<file path="src/rtl/fost_pkg.sv">
package fost_pkg;

    localparam int ENTRIES = 16;
    localparam int IDX_W   = $clog2(ENTRIES);
    localparam int OCC_W   = $clog2(ENTRIES + 1);

    localparam logic [31:0] COUNT_MAX = 32'hFFFF_FFFF;

    typedef logic [IDX_W-1:0] t_idx;
    typedef logic [OCC_W-1:0] t_occ;

    typedef enum logic [1:0] {
        KIND_ACK   = 2'd0,
        KIND_ENTRY = 2'd1,
        KIND_EMPTY = 2'd2
    } t_kind;

    typedef enum logic [1:0] {
        ST_INC   = 2'd0,
        ST_ADDED = 2'd1,
        ST_FULL  = 2'd2
    } t_status;

    typedef struct packed {
        logic [63:0] key_low;
        logic [15:0] key_high;
        logic [31:0] count;
    } t_entry;

    typedef struct packed {
        logic   we;
        t_idx   waddr;
        t_entry wdata;
        logic   re;
        t_idx   raddr;
    } t_mem_req;

    typedef struct packed {
        t_kind       kind;
        t_status     status;
        logic [3:0]  position;
        logic [31:0] count_value;
        logic [63:0] entry_low;
        logic [15:0] entry_high;
        logic        last;
    } t_result;

    function automatic logic [3:0] to_pos(input t_idx i);
        logic [IDX_W+3:0] wide;
        wide = {4'b0000, i};
        return wide[3:0];
    endfunction

endpackage

</file>
<file path="src/rtl/fost_if.sv">
interface fost_in_if;
    logic        valid;
    logic        ready;
    logic        action;
    logic [63:0] symbol_low;
    logic [15:0] symbol_high;

    modport source(output valid, action, symbol_low, symbol_high, input ready);
    modport sink(input valid, action, symbol_low, symbol_high, output ready);
endinterface

interface fost_out_if;
    logic        valid;
    logic        ready;
    logic [1:0]  kind;
    logic [1:0]  status;
    logic [3:0]  position;
    logic [31:0] count_value;
    logic [63:0] entry_low;
    logic [15:0] entry_high;
    logic        last;

    modport source(output valid, kind, status, position, count_value, entry_low,
                   entry_high, last, input ready);
    modport sink(input valid, kind, status, position, count_value, entry_low,
                 entry_high, last, output ready);
endinterface

</file>
<file path="src/rtl/frequency_ordered_symbol_table_unit.sv">
// Channel  Dir  Modport             Payload
// i_in     in   fost_in_if.sink     action, symbol_low, symbol_high
// o_out    out  fost_out_if.source  kind, status, position, count_value, entry_low,
//                                   entry_high, last
//
// Insert: accept, search the entries in order through the single read port
// (registered read data), move each entry with a smaller count forward, then
// place and result; a saturated count or a full table goes straight to result.
// Read-out: one cycle per entry at the memory read port while o_out drains.
// Synchronous active-low reset empties the table at once; no clearing pass.
// A stall on o_out holds the block; a new item is taken while a result waits.
module frequency_ordered_symbol_table_unit
    import fost_pkg::*;
(
    input  logic              i_clk,
    input  logic              i_rst_n,
    fost_in_if.sink           i_in,
    fost_out_if.source        o_out
);

    typedef enum logic [5:0] {
        S_IDLE   = 6'b000001,
        S_SEARCH = 6'b000010,
        S_BUBBLE = 6'b000100,
        S_PLACE  = 6'b001000,
        S_RESP   = 6'b010000,
        S_LIST   = 6'b100000
    } t_state;

    t_state      r_state, n_state;
    t_occ        r_occ, n_occ;
    t_occ        r_idx, n_idx;
    logic        r_pend, n_pend;
    t_idx        r_ptag, n_ptag;
    t_idx        r_j, n_j;
    logic [31:0] r_cnt, n_cnt;
    t_status     r_stat, n_stat;
    logic [63:0] r_key_lo, n_key_lo;
    logic [15:0] r_key_hi, n_key_hi;
    t_result     r_res, n_res;
    t_result     r_out, n_out;
    logic        r_ovalid, n_ovalid;

    t_mem_req    mem_req;
    t_entry      rdata;
    logic        in_acc;
    logic        out_free;
    logic        hit;
    logic        tag_last;

    fost_mem u_mem (
        .i_clk   (i_clk),
        .i_req   (mem_req),
        .o_rdata (rdata)
    );

    assign in_acc   = i_in.valid && (r_state == S_IDLE);
    assign out_free = !r_ovalid || o_out.ready;
    assign hit      = (rdata.key_low == r_key_lo) && (rdata.key_high == r_key_hi);
    assign tag_last = (OCC_W'(r_ptag) + OCC_W'(1)) == r_occ;

    always_comb begin
        n_state  = r_state;
        n_occ    = r_occ;
        n_idx    = r_idx;
        n_pend   = r_pend;
        n_ptag   = r_ptag;
        n_j      = r_j;
        n_cnt    = r_cnt;
        n_stat   = r_stat;
        n_key_lo = r_key_lo;
        n_key_hi = r_key_hi;
        n_res    = r_res;
        n_out    = r_out;
        n_ovalid = r_ovalid;
        mem_req  = '0;

        if (o_out.ready) begin
            n_ovalid = 1'b0;
        end

        case (r_state)
            S_IDLE: begin
                if (in_acc) begin
                    n_key_lo = i_in.symbol_low;
                    n_key_hi = i_in.symbol_high;
                    if (!i_in.action) begin
                        if (r_occ == '0) begin
                            n_cnt   = 32'd1;
                            n_j     = '0;
                            n_occ   = OCC_W'(1);
                            n_stat  = ST_ADDED;
                            n_state = S_PLACE;
                        end else begin
                            n_idx   = '0;
                            n_pend  = 1'b0;
                            n_state = S_SEARCH;
                        end
                    end else if (r_occ == '0) begin
                        n_res   = '{kind: KIND_EMPTY, status: ST_INC, position: 4'd0,
                                    count_value: 32'd0, entry_low: 64'd0,
                                    entry_high: 16'd0, last: 1'b1};
                        n_state = S_RESP;
                    end else begin
                        mem_req.re    = 1'b1;
                        mem_req.raddr = '0;
                        n_ptag        = '0;
                        n_state       = S_LIST;
                    end
                end
            end

            S_SEARCH: begin
                if (r_idx < r_occ) begin
                    mem_req.re    = 1'b1;
                    mem_req.raddr = r_idx[IDX_W-1:0];
                    n_idx         = r_idx + OCC_W'(1);
                    n_pend        = 1'b1;
                    n_ptag        = r_idx[IDX_W-1:0];
                end else begin
                    n_pend = 1'b0;
                end
                if (r_pend) begin
                    if (hit) begin
                        n_pend = 1'b0;
                        if (rdata.count == COUNT_MAX) begin
                            n_res   = '{kind: KIND_ACK, status: ST_INC,
                                        position: to_pos(r_ptag), count_value: COUNT_MAX,
                                        entry_low: r_key_lo, entry_high: r_key_hi,
                                        last: 1'b1};
                            n_state = S_RESP;
                        end else begin
                            n_cnt  = rdata.count + 32'd1;
                            n_j    = r_ptag;
                            n_stat = ST_INC;
                            if (r_ptag == '0) begin
                                n_state = S_PLACE;
                            end else begin
                                mem_req.re    = 1'b1;
                                mem_req.raddr = r_ptag - IDX_W'(1);
                                n_state       = S_BUBBLE;
                            end
                        end
                    end else if (tag_last) begin
                        n_pend = 1'b0;
                        if (r_occ < OCC_W'(ENTRIES)) begin
                            n_cnt   = 32'd1;
                            n_j     = r_occ[IDX_W-1:0];
                            n_occ   = r_occ + OCC_W'(1);
                            n_stat  = ST_ADDED;
                            n_state = S_PLACE;
                        end else begin
                            n_res   = '{kind: KIND_ACK, status: ST_FULL, position: 4'd0,
                                        count_value: 32'd0, entry_low: r_key_lo,
                                        entry_high: r_key_hi, last: 1'b1};
                            n_state = S_RESP;
                        end
                    end
                end
            end

            S_BUBBLE: begin
                if (rdata.count < r_cnt) begin
                    mem_req.we    = 1'b1;
                    mem_req.waddr = r_j;
                    mem_req.wdata = rdata;
                    n_j           = r_j - IDX_W'(1);
                    if (r_j != IDX_W'(1)) begin
                        mem_req.re    = 1'b1;
                        mem_req.raddr = r_j - IDX_W'(2);
                    end else begin
                        n_state = S_PLACE;
                    end
                end else begin
                    n_state = S_PLACE;
                end
            end

            S_PLACE: begin
                mem_req.we    = 1'b1;
                mem_req.waddr = r_j;
                mem_req.wdata = '{key_low: r_key_lo, key_high: r_key_hi, count: r_cnt};
                n_res         = '{kind: KIND_ACK, status: r_stat, position: to_pos(r_j),
                                  count_value: r_cnt, entry_low: r_key_lo,
                                  entry_high: r_key_hi, last: 1'b1};
                n_state       = S_RESP;
            end

            S_RESP: begin
                if (out_free) begin
                    n_out    = r_res;
                    n_ovalid = 1'b1;
                    n_state  = S_IDLE;
                end
            end

            S_LIST: begin
                if (out_free) begin
                    n_out    = '{kind: KIND_ENTRY, status: ST_INC, position: to_pos(r_ptag),
                                 count_value: rdata.count, entry_low: rdata.key_low,
                                 entry_high: rdata.key_high, last: tag_last};
                    n_ovalid = 1'b1;
                    if (tag_last) begin
                        n_state = S_IDLE;
                    end else begin
                        mem_req.re    = 1'b1;
                        mem_req.raddr = r_ptag + IDX_W'(1);
                        n_ptag        = r_ptag + IDX_W'(1);
                    end
                end
            end

            default: begin
                n_state = S_IDLE;
            end
        endcase
    end

    always_ff @(posedge i_clk) begin
        if (!i_rst_n) begin
            r_state  <= S_IDLE;
            r_occ    <= '0;
            r_pend   <= 1'b0;
            r_ovalid <= 1'b0;
        end else begin
            r_state  <= n_state;
            r_occ    <= n_occ;
            r_pend   <= n_pend;
            r_ovalid <= n_ovalid;
        end
    end

    always_ff @(posedge i_clk) begin
        r_idx    <= n_idx;
        r_ptag   <= n_ptag;
        r_j      <= n_j;
        r_cnt    <= n_cnt;
        r_stat   <= n_stat;
        r_key_lo <= n_key_lo;
        r_key_hi <= n_key_hi;
        r_res    <= n_res;
        r_out    <= n_out;
    end

    assign i_in.ready        = (r_state == S_IDLE);
    assign o_out.valid       = r_ovalid;
    assign o_out.kind        = r_out.kind;
    assign o_out.status      = r_out.status;
    assign o_out.position    = r_out.position;
    assign o_out.count_value = r_out.count_value;
    assign o_out.entry_low   = r_out.entry_low;
    assign o_out.entry_high  = r_out.entry_high;
    assign o_out.last        = r_out.last;

    a_occ_bound: assert property (@(posedge i_clk) disable iff (!i_rst_n)
        r_occ <= OCC_W'(ENTRIES))
        else $error("occupancy above table depth");

    a_occ_step: assert property (@(posedge i_clk) disable iff (!i_rst_n)
        1'b1 |=> (r_occ == $past(r_occ) || r_occ == $past(r_occ) + OCC_W'(1)))
        else $error("occupancy moved by more than one");

    a_bubble_head: assert property (@(posedge i_clk) disable iff (!i_rst_n)
        (r_state == S_BUBBLE) |-> (r_j != '0))
        else $error("bubble step at head of table");

    a_no_idle_write: assert property (@(posedge i_clk) disable iff (!i_rst_n)
        (r_state == S_IDLE || r_state == S_LIST || r_state == S_RESP) |-> !mem_req.we)
        else $error("table write outside insert");

endmodule

</file>
<file path="src/rtl/fost_mem.sv">
module fost_mem
    import fost_pkg::*;
(
    input  logic     i_clk,
    input  t_mem_req i_req,
    output t_entry   o_rdata
);

    t_entry r_mem [ENTRIES];
    t_entry r_rdata;

    always_ff @(posedge i_clk) begin
        if (i_req.we) begin
            r_mem[i_req.waddr] <= i_req.wdata;
        end
        if (i_req.re) begin
            r_rdata <= r_mem[i_req.raddr];
        end
    end

    assign o_rdata = r_rdata;

endmodule
</file>
<file path="src/flat_wrapper.sv">
// flat-port wrapper written by rule: the top's interface ports become plain ports
module frequency_ordered_symbol_table_unit_flat import fost_pkg::*;
  (i_clk, i_rst_n, i_in_valid, i_in_action, i_in_symbol_low, i_in_symbol_high, i_in_ready, o_out_valid, o_out_kind, o_out_status, o_out_position, o_out_count_value, o_out_entry_low, o_out_entry_high, o_out_last, o_out_ready);
  fost_in_if i_in_i ();
  fost_out_if o_out_i ();
  input  logic i_clk;
  input  logic i_rst_n;
  input wire logic [$bits(i_in_i.valid)-1:0] i_in_valid;
  input wire logic [$bits(i_in_i.action)-1:0] i_in_action;
  input wire logic [$bits(i_in_i.symbol_low)-1:0] i_in_symbol_low;
  input wire logic [$bits(i_in_i.symbol_high)-1:0] i_in_symbol_high;
  output wire logic [$bits(i_in_i.ready)-1:0] i_in_ready;
  output wire logic [$bits(o_out_i.valid)-1:0] o_out_valid;
  output wire logic [$bits(o_out_i.kind)-1:0] o_out_kind;
  output wire logic [$bits(o_out_i.status)-1:0] o_out_status;
  output wire logic [$bits(o_out_i.position)-1:0] o_out_position;
  output wire logic [$bits(o_out_i.count_value)-1:0] o_out_count_value;
  output wire logic [$bits(o_out_i.entry_low)-1:0] o_out_entry_low;
  output wire logic [$bits(o_out_i.entry_high)-1:0] o_out_entry_high;
  output wire logic [$bits(o_out_i.last)-1:0] o_out_last;
  input wire logic [$bits(o_out_i.ready)-1:0] o_out_ready;
  assign i_in_i.valid = i_in_valid;
  assign i_in_i.action = i_in_action;
  assign i_in_i.symbol_low = i_in_symbol_low;
  assign i_in_i.symbol_high = i_in_symbol_high;
  assign i_in_ready = i_in_i.ready;
  assign o_out_valid = o_out_i.valid;
  assign o_out_kind = o_out_i.kind;
  assign o_out_status = o_out_i.status;
  assign o_out_position = o_out_i.position;
  assign o_out_count_value = o_out_i.count_value;
  assign o_out_entry_low = o_out_i.entry_low;
  assign o_out_entry_high = o_out_i.entry_high;
  assign o_out_last = o_out_i.last;
  assign o_out_i.ready = o_out_ready;
  frequency_ordered_symbol_table_unit u_core (.i_clk(i_clk), .i_rst_n(i_rst_n), .i_in(i_in_i), .o_out(o_out_i));
endmodule
</file>
<file path="config.mk">
export PLATFORM = sky130hd
export DESIGN_NAME = frequency_ordered_symbol_table_unit_flat
export DESIGN_NICKNAME = d
export VERILOG_FILES = /design/src/rtl/fost_pkg.sv /design/src/rtl/fost_if.sv /design/src/rtl/frequency_ordered_symbol_table_unit.sv /design/src/rtl/fost_mem.sv /design/src/flat_wrapper.sv
export SDC_FILE = /design/constraint.sdc
export NUM_CORES = 2
export LEC_CHECK = 0
export BUFFER_PORTS_ARGS = -buffer_cell sky130_fd_sc_hd__buf_4
export CORE_MARGIN = 2
export CORE_UTILIZATION = 40
export DETAILED_ROUTE_END_ITERATION = 16
export SLEW_MARGIN = 20
export SYNTH_ARGS = -nofsm -noshare
export SYNTH_HDL_FRONTEND = slang
export SYNTH_SLANG_ARGS = --single-unit
</file>
<file path="constraint.sdc">
create_clock -name i_clk -period 14.53 [get_ports i_clk]
set_input_delay 1.453 -clock i_clk [delete_from_list [all_inputs] [get_ports i_clk]]
set_output_delay 1.453 -clock i_clk [all_outputs]
set_load 0.05 [all_outputs]
</file>
# After elaboration in Yosys (flattened, before gate mapping)
# Memories as Yosys holds them, arrays and structs flattened. A register that Yosys moved wholly into a read port is not among the register bits.
# Cells that the tools add are included.
# totals
memories,1
latch_bits,0
ram_bits,1792
rom_bits,0
reg_bits,382
# classes
order_cmp,3
n_reduce_logical,22
shift,0
mux,103
n_eq_ne,32
n_mul,0
bitwise,0
addsub,8
div_mod_pow,0
# mem_list
name,words,word_bits,read_ports,rd_clocked_by_memory_dff,wr,line_no,rtl
u_core.u_mem.r_mem,16,112,1,1,1,fost_mem.sv:9,t_entry r_mem [ENTRIES];
# ops
op,count
$mux W121,10
$pmux W121 S3,1
$mux W32,8
$pmux W121 S2,1
$pmux W117 S2,1
$mux W122,1
$mux W5,23
$mux W6,12
$mux W4,17
$eq A64 B64 Y1,1
$pmux W32 S2,1
$pmux W6 S6,1
$add A32 B1 Y32 const B,1
$eq A32 B32 Y1 const B,1
$lt A32 B32 Y1,1
$pmux W4 S3,2
$reduce_and A8 Y1,3
$ne A2 B1 Y1 const B,10
$pmux W5 S2,2
$pmux W5 S4,1
$eq A16 B16 Y1,1
$mux W2,8
$reduce_and A7 Y1,2
$mux W1,12
other kinds (34),47

# Depth between registers and ports, before layout
# logic_depth
ltp_word,7
mapped_depth,16
ltp_nobuf,12

# Cells and area by module
# Synthesis repeated with hierarchy kept, for this count alone.
# unflattened
hier_cells,4499
hier_area_um2,88746.4
# by_module_without_submodules
module,cells_per_inst,area_each_um2,instances,seq_area_each_um2
fost_mem,2864,70289.9,1,57174.8
frequency_ordered_symbol_table_unit,1635,18456.5,1,11250.8

# Worst setup path before layout
# OpenSTA, ideal clock, no wires.
# synth_path
path_kind,register to register
start,reg u_core.u_mem.o_rdata[88] (netlist name)
end,reg u_core.r_state[4]
synth_period_minus_slack_ps,11708
setup_time_ps,98
arrival_ps,11610
n_path_buf,1
path_stages_with_launch,12
setup_slack_ps,2822
required_time_ps,14432
path_cell_list,edfxtp_1 xor2_1 nor4_1 nand4_1 or2_1 clkbuf_1 nor2_1 nand2_1 a21oi_1 a21oi_1 a211oi_1 o21a_1
# synth_between
elab_chain_len,5
# synth_rtl
item,line_no,rtl
$eq A64 B64 Y1 *,frequency_ordered_symbol_table_unit.sv:59,assign hit = (rdata.key_low == r_key_lo) && (rdata.key_high == r_key_hi);
$logic_and A1 B1 Y1 *,frequency_ordered_symbol_table_unit.sv:59,
$mux W6,frequency_ordered_symbol_table_unit.sv:124,if (hit) begin
$mux W6,frequency_ordered_symbol_table_unit.sv:123,if (r_pend) begin
$pmux W6 S6,frequency_ordered_symbol_table_unit.sv:82,case (r_state)
end signal: assignment,frequency_ordered_symbol_table_unit.sv:226,r_state <= n_state;
end: declaration,frequency_ordered_symbol_table_unit.sv:30,"t_state r_state, n_state;"
# Mark *: on every way between the ends. The rest lies on a longest branch, timed or not. The select of a mux whose other input is x is not followed.
# A chain may end at the register's enable or synchronous reset.

# Worst setup path in the final report
# layout_path
start,reg u_core.r_key_hi[15]
end,reg u_core.u_mem.o_rdata[71] (netlist name)
# layout_between
elab_chain_len,5
# layout_rtl
item,line_no,rtl
start: declaration,frequency_ordered_symbol_table_unit.sv:39,"logic [15:0] r_key_hi, n_key_hi;"
start signal: assignment,frequency_ordered_symbol_table_unit.sv:240,r_key_hi <= n_key_hi;
$eq A16 B16 Y1,frequency_ordered_symbol_table_unit.sv:59,
$logic_and A1 B1 Y1,frequency_ordered_symbol_table_unit.sv:59,
$mux W5,frequency_ordered_symbol_table_unit.sv:124,
$mux W5,frequency_ordered_symbol_table_unit.sv:123,
$pmux W5 S4,frequency_ordered_symbol_table_unit.sv:82,
# Every way passes these cells.

==> impl_metrics.json <==
{
  "worst_pin_slew_ns": 1.26,
  "initial_core_util_pct": 40.3,
  "avgSynthCellArea_um2": 15.8,
  "synth.top_cell.area_share_pct": 75.3,
  "cp-end-kind": "flip-flop",
  "worstSetupPathType": "reg -> reg",
  "drc": 0,
  "core_mm2": 0.225,
  "post-synth-top-area-cell": "edfxtp_1",
  "worst_ep_required_time_ns": 15.13,
  "drv_cap": 0,
  "ys_seq_elements": 2283,
  "grt_max_degree": 147,
  "wl_per_cell_um": 29.2,
  "path_clk_slew_ns": 0.06,
  "hold_path.class": "reg -> reg",
  "syn-num-nets": 5851,
  "wirelength_mm": 265,
  "cts_resized": 0,
  "synth_commonest_cells": "edfxtp_1, nand2_1, mux2i_1, nand3_1, o21ai_0",
  "htree_levels": 4,
  "vias": 53036,
  "seq_area_mm2": 0.0684,
  "arrival_ns": 8.10,
  "chipWidth_um": 480,
  "grt_setup_unrepaired": "false",
  "powerDensity_mw_per_mm2": 139,
  "fin_crit_ns": 7.50,
  "syn_area_mm2": 0.0905,
  "setup_slack_ns": 7.03,
  "syn_to_final_growth_pct": 13.2,
  "synth.most_common_cell": "edfxtp_1",
  "synth_warnings": 0,
  "synthArstFlopShare_pct": 0,
  "hold_viol_final": 0,
  "cts_setup_buffers": 0,
  "fin_util_pct": 45.6,
  "fmax_mhz": 133,
  "period_share_pct": 51.6,
  "status": "complete, no violations",
  "nFillCells": 19362,
  "synth.distinct_cells": 81,
  "die_area_mm2": 0.230,
  "synth-seq-area-share_pct": 75.6,
  "first_iter_violations": 6738,
  "irDropWorstVdd_mv": 0.118,
  "startpoint_type": "flip-flop",
  "hold-path-cell-count": 2,
  "synth_ff_type": "edfxtp_1",
  "slew_headroom_pct": 16.2,
  "multiInputGateArea_mm2": 0.0206,
  "nNetsFinal": 6047,
  "antenna_found_initial": 6,
  "gp_congestion": 0.837,
  "synthCells": 5721,
  "fp.dieH_um": 480,
  "synth-edff-count": 2270,
  "cts_sinks": 2283,
  "ant_nets": 0,
  "finalSetupTns_ns": 0,
  "drive_gt1_share_pct": 11.2,
  "setup_viol": 0,
  "numCtsBuffers": 219,
  "clk_latency_ns": 0.88,
  "via_per_inst": 5.83,
  "cts_hold_repair.buffers": 0,
  "synth.area.top_cells": "edfxtp_1, mux2i_1, nand2_1",
  "leakage_uw": 0.0343,
  "cts_tree": "built",
  "r2r_cells": 13,
  "fin_skew_ns": 0.0483,
  "grt_pass1_vias": 50797,
  "port_buffers": 207,
  "dp_slack_ns": 7.31,
  "ios": 208,
  "dr.pass1.iters": 6,
  "clock_tree.buffer_depth": 3,
  "fp-row-count": 174,
  "cts-root-buf": "clkbuf_16",
  "maxSlewViolCount": 0,
  "path_max_fanout": 136,
  "grt_pass1_wl_mm": 374,
  "power_uw": 14300,
  "grt_usage_pct": 22.4,
  "grt.overflow.total": 0,
  "dp_hpwl_mm": 138
}
-- final timing paths --
path	end	slack [ns]	from
worst max register to register	u_core.u_mem.o_rdata[71]	7.03	u_core.r_key_hi[15]
worst max-delay path	u_core.u_mem.o_rdata[71]	7.03	u_core.r_key_hi[15]
worst min-delay path	u_core.o_out.count_value[23]	0.52	u_core.r_res[104]
worst min register to register	u_core.o_out.count_value[23]	0.52	u_core.r_res[104]
-- power breakdown --
part	switching (uW)	leakage [uW]	internal, uW	total [uW]
sequential	165	0.0214	7550	7720
combinational	796	0.00957	260	1060
clock	2450	0.00331	3050	5500
total	3410	0.0343	10900	14300
-- metrics by stage --
step	area, um^2	hold slack (ns)	std cells
floorplan	90500	0.491	5721
global placement	95600	0.498	8686
detailed placement	95600	0.505	8686
CTS	102000	0.521	9092
global route	103000	0.540	9094
finish	103000	0.517	9095
-- kinds of logic after synthesis --
kind of cell | after synthesis | synth area share, %
compound gates | 905 | 6.81
xor+xnor | 127 | 1.25
fa+ha+maj | 45 | 0.622
buf+inv | 403 | 2.01
flops | 2283 | 75.6
mux | 604 | 6.68
simple gates | 1354 | 7.05
-- cell type report --
class / count / share of cell area (%)
Timing Repair Buffer: 327 / 2.63
Sequential cell: 2283 / 66.8
Inverter: 51 / 0.194
Clock inverter: 130 / 1.06
Tap cell: 2992 / 3.65
Clock buffer: 276 / 5.60
Antenna cell: 1 / 0.00244
Multi-Input combinational cell: 3035 / 20.1
-- state kept, by name (all words and copies together) (netlist names) --
| name | cells |
|---|---|
| u_core.o_out.count_value | 32 |
| u_core.o_out.entry_high | 16 |
| u_core.o_out.entry_low | 64 |
| u_core.o_out.kind | 2 |
| u_core.o_out.last | 1 |
| u_core.o_out.position | 4 |
| u_core.o_out.status | 2 |
| u_core.o_out.valid | 1 |
| u_core.r_cnt | 32 |
| u_core.r_idx | 5 |
| u_core.r_j | 4 |
| u_core.r_key_hi | 16 |
| u_core.r_key_lo | 64 |
| u_core.r_occ | 5 |
| u_core.r_pend | 1 |
| u_core.r_ptag | 4 |
| u_core.r_res | 119 |
| u_core.r_stat | 1 |
| u_core.r_state | 6 |
| u_core.u_mem.o_rdata | 112 |
| u_core.u_mem.r_mem | 1792 |
-- cells in the final DEF (no fill, tap or decap), drive strengths merged, types with 10 or more instances in the layout --
master / instances
nor4: 21
a21oi: 99
nor2b: 83
nand4: 64
a221oi: 75
buf: 327
xnor2: 61
and2: 13
clkinv: 103
o22ai: 194
nor2: 69
and4: 10
bufinv: 15
nand3: 289
clkbuf: 276
a31oi: 41
inv: 58
o21ai: 226
nor3: 13
nand2: 726
mux2i: 603
ha: 45
or4b: 37
a32oi: 75
xor2: 65
a211o: 76
edfxtp: 2270
a22o: 83
dfxtp: 13
-- critical path: stages (launching register included) --
cell and delay (ns):
edfxtp_1 0.46, xnor2_1 0.75, nand4_1 0.23, nor4_1 0.61, nand3_1 0.53, nor4_2 0.41
o21bai_4 0.17, buf_4 0.79, nand2_4 0.67, buf_12 0.44, buf_4 0.65, mux2i_1 0.29
o22ai_1 0.09, or4b_1 0.54
-- layer usage --
| metal | track usage, % | wire, um | vias to the layer above |
|---|---|---|---|
| li1 | - | - | 22653 |
| met1 | 31.8 | 112000 | 27419 |
| met2 | 35.9 | 125000 | 2554 |
| met3 | 3.42 | 21900 | 406 |
| met4 | 6.60 | 7240 | 4 |
| met5 | 0 | 29 | - |
Note: power is estimated with default switching activity, not from simulation.
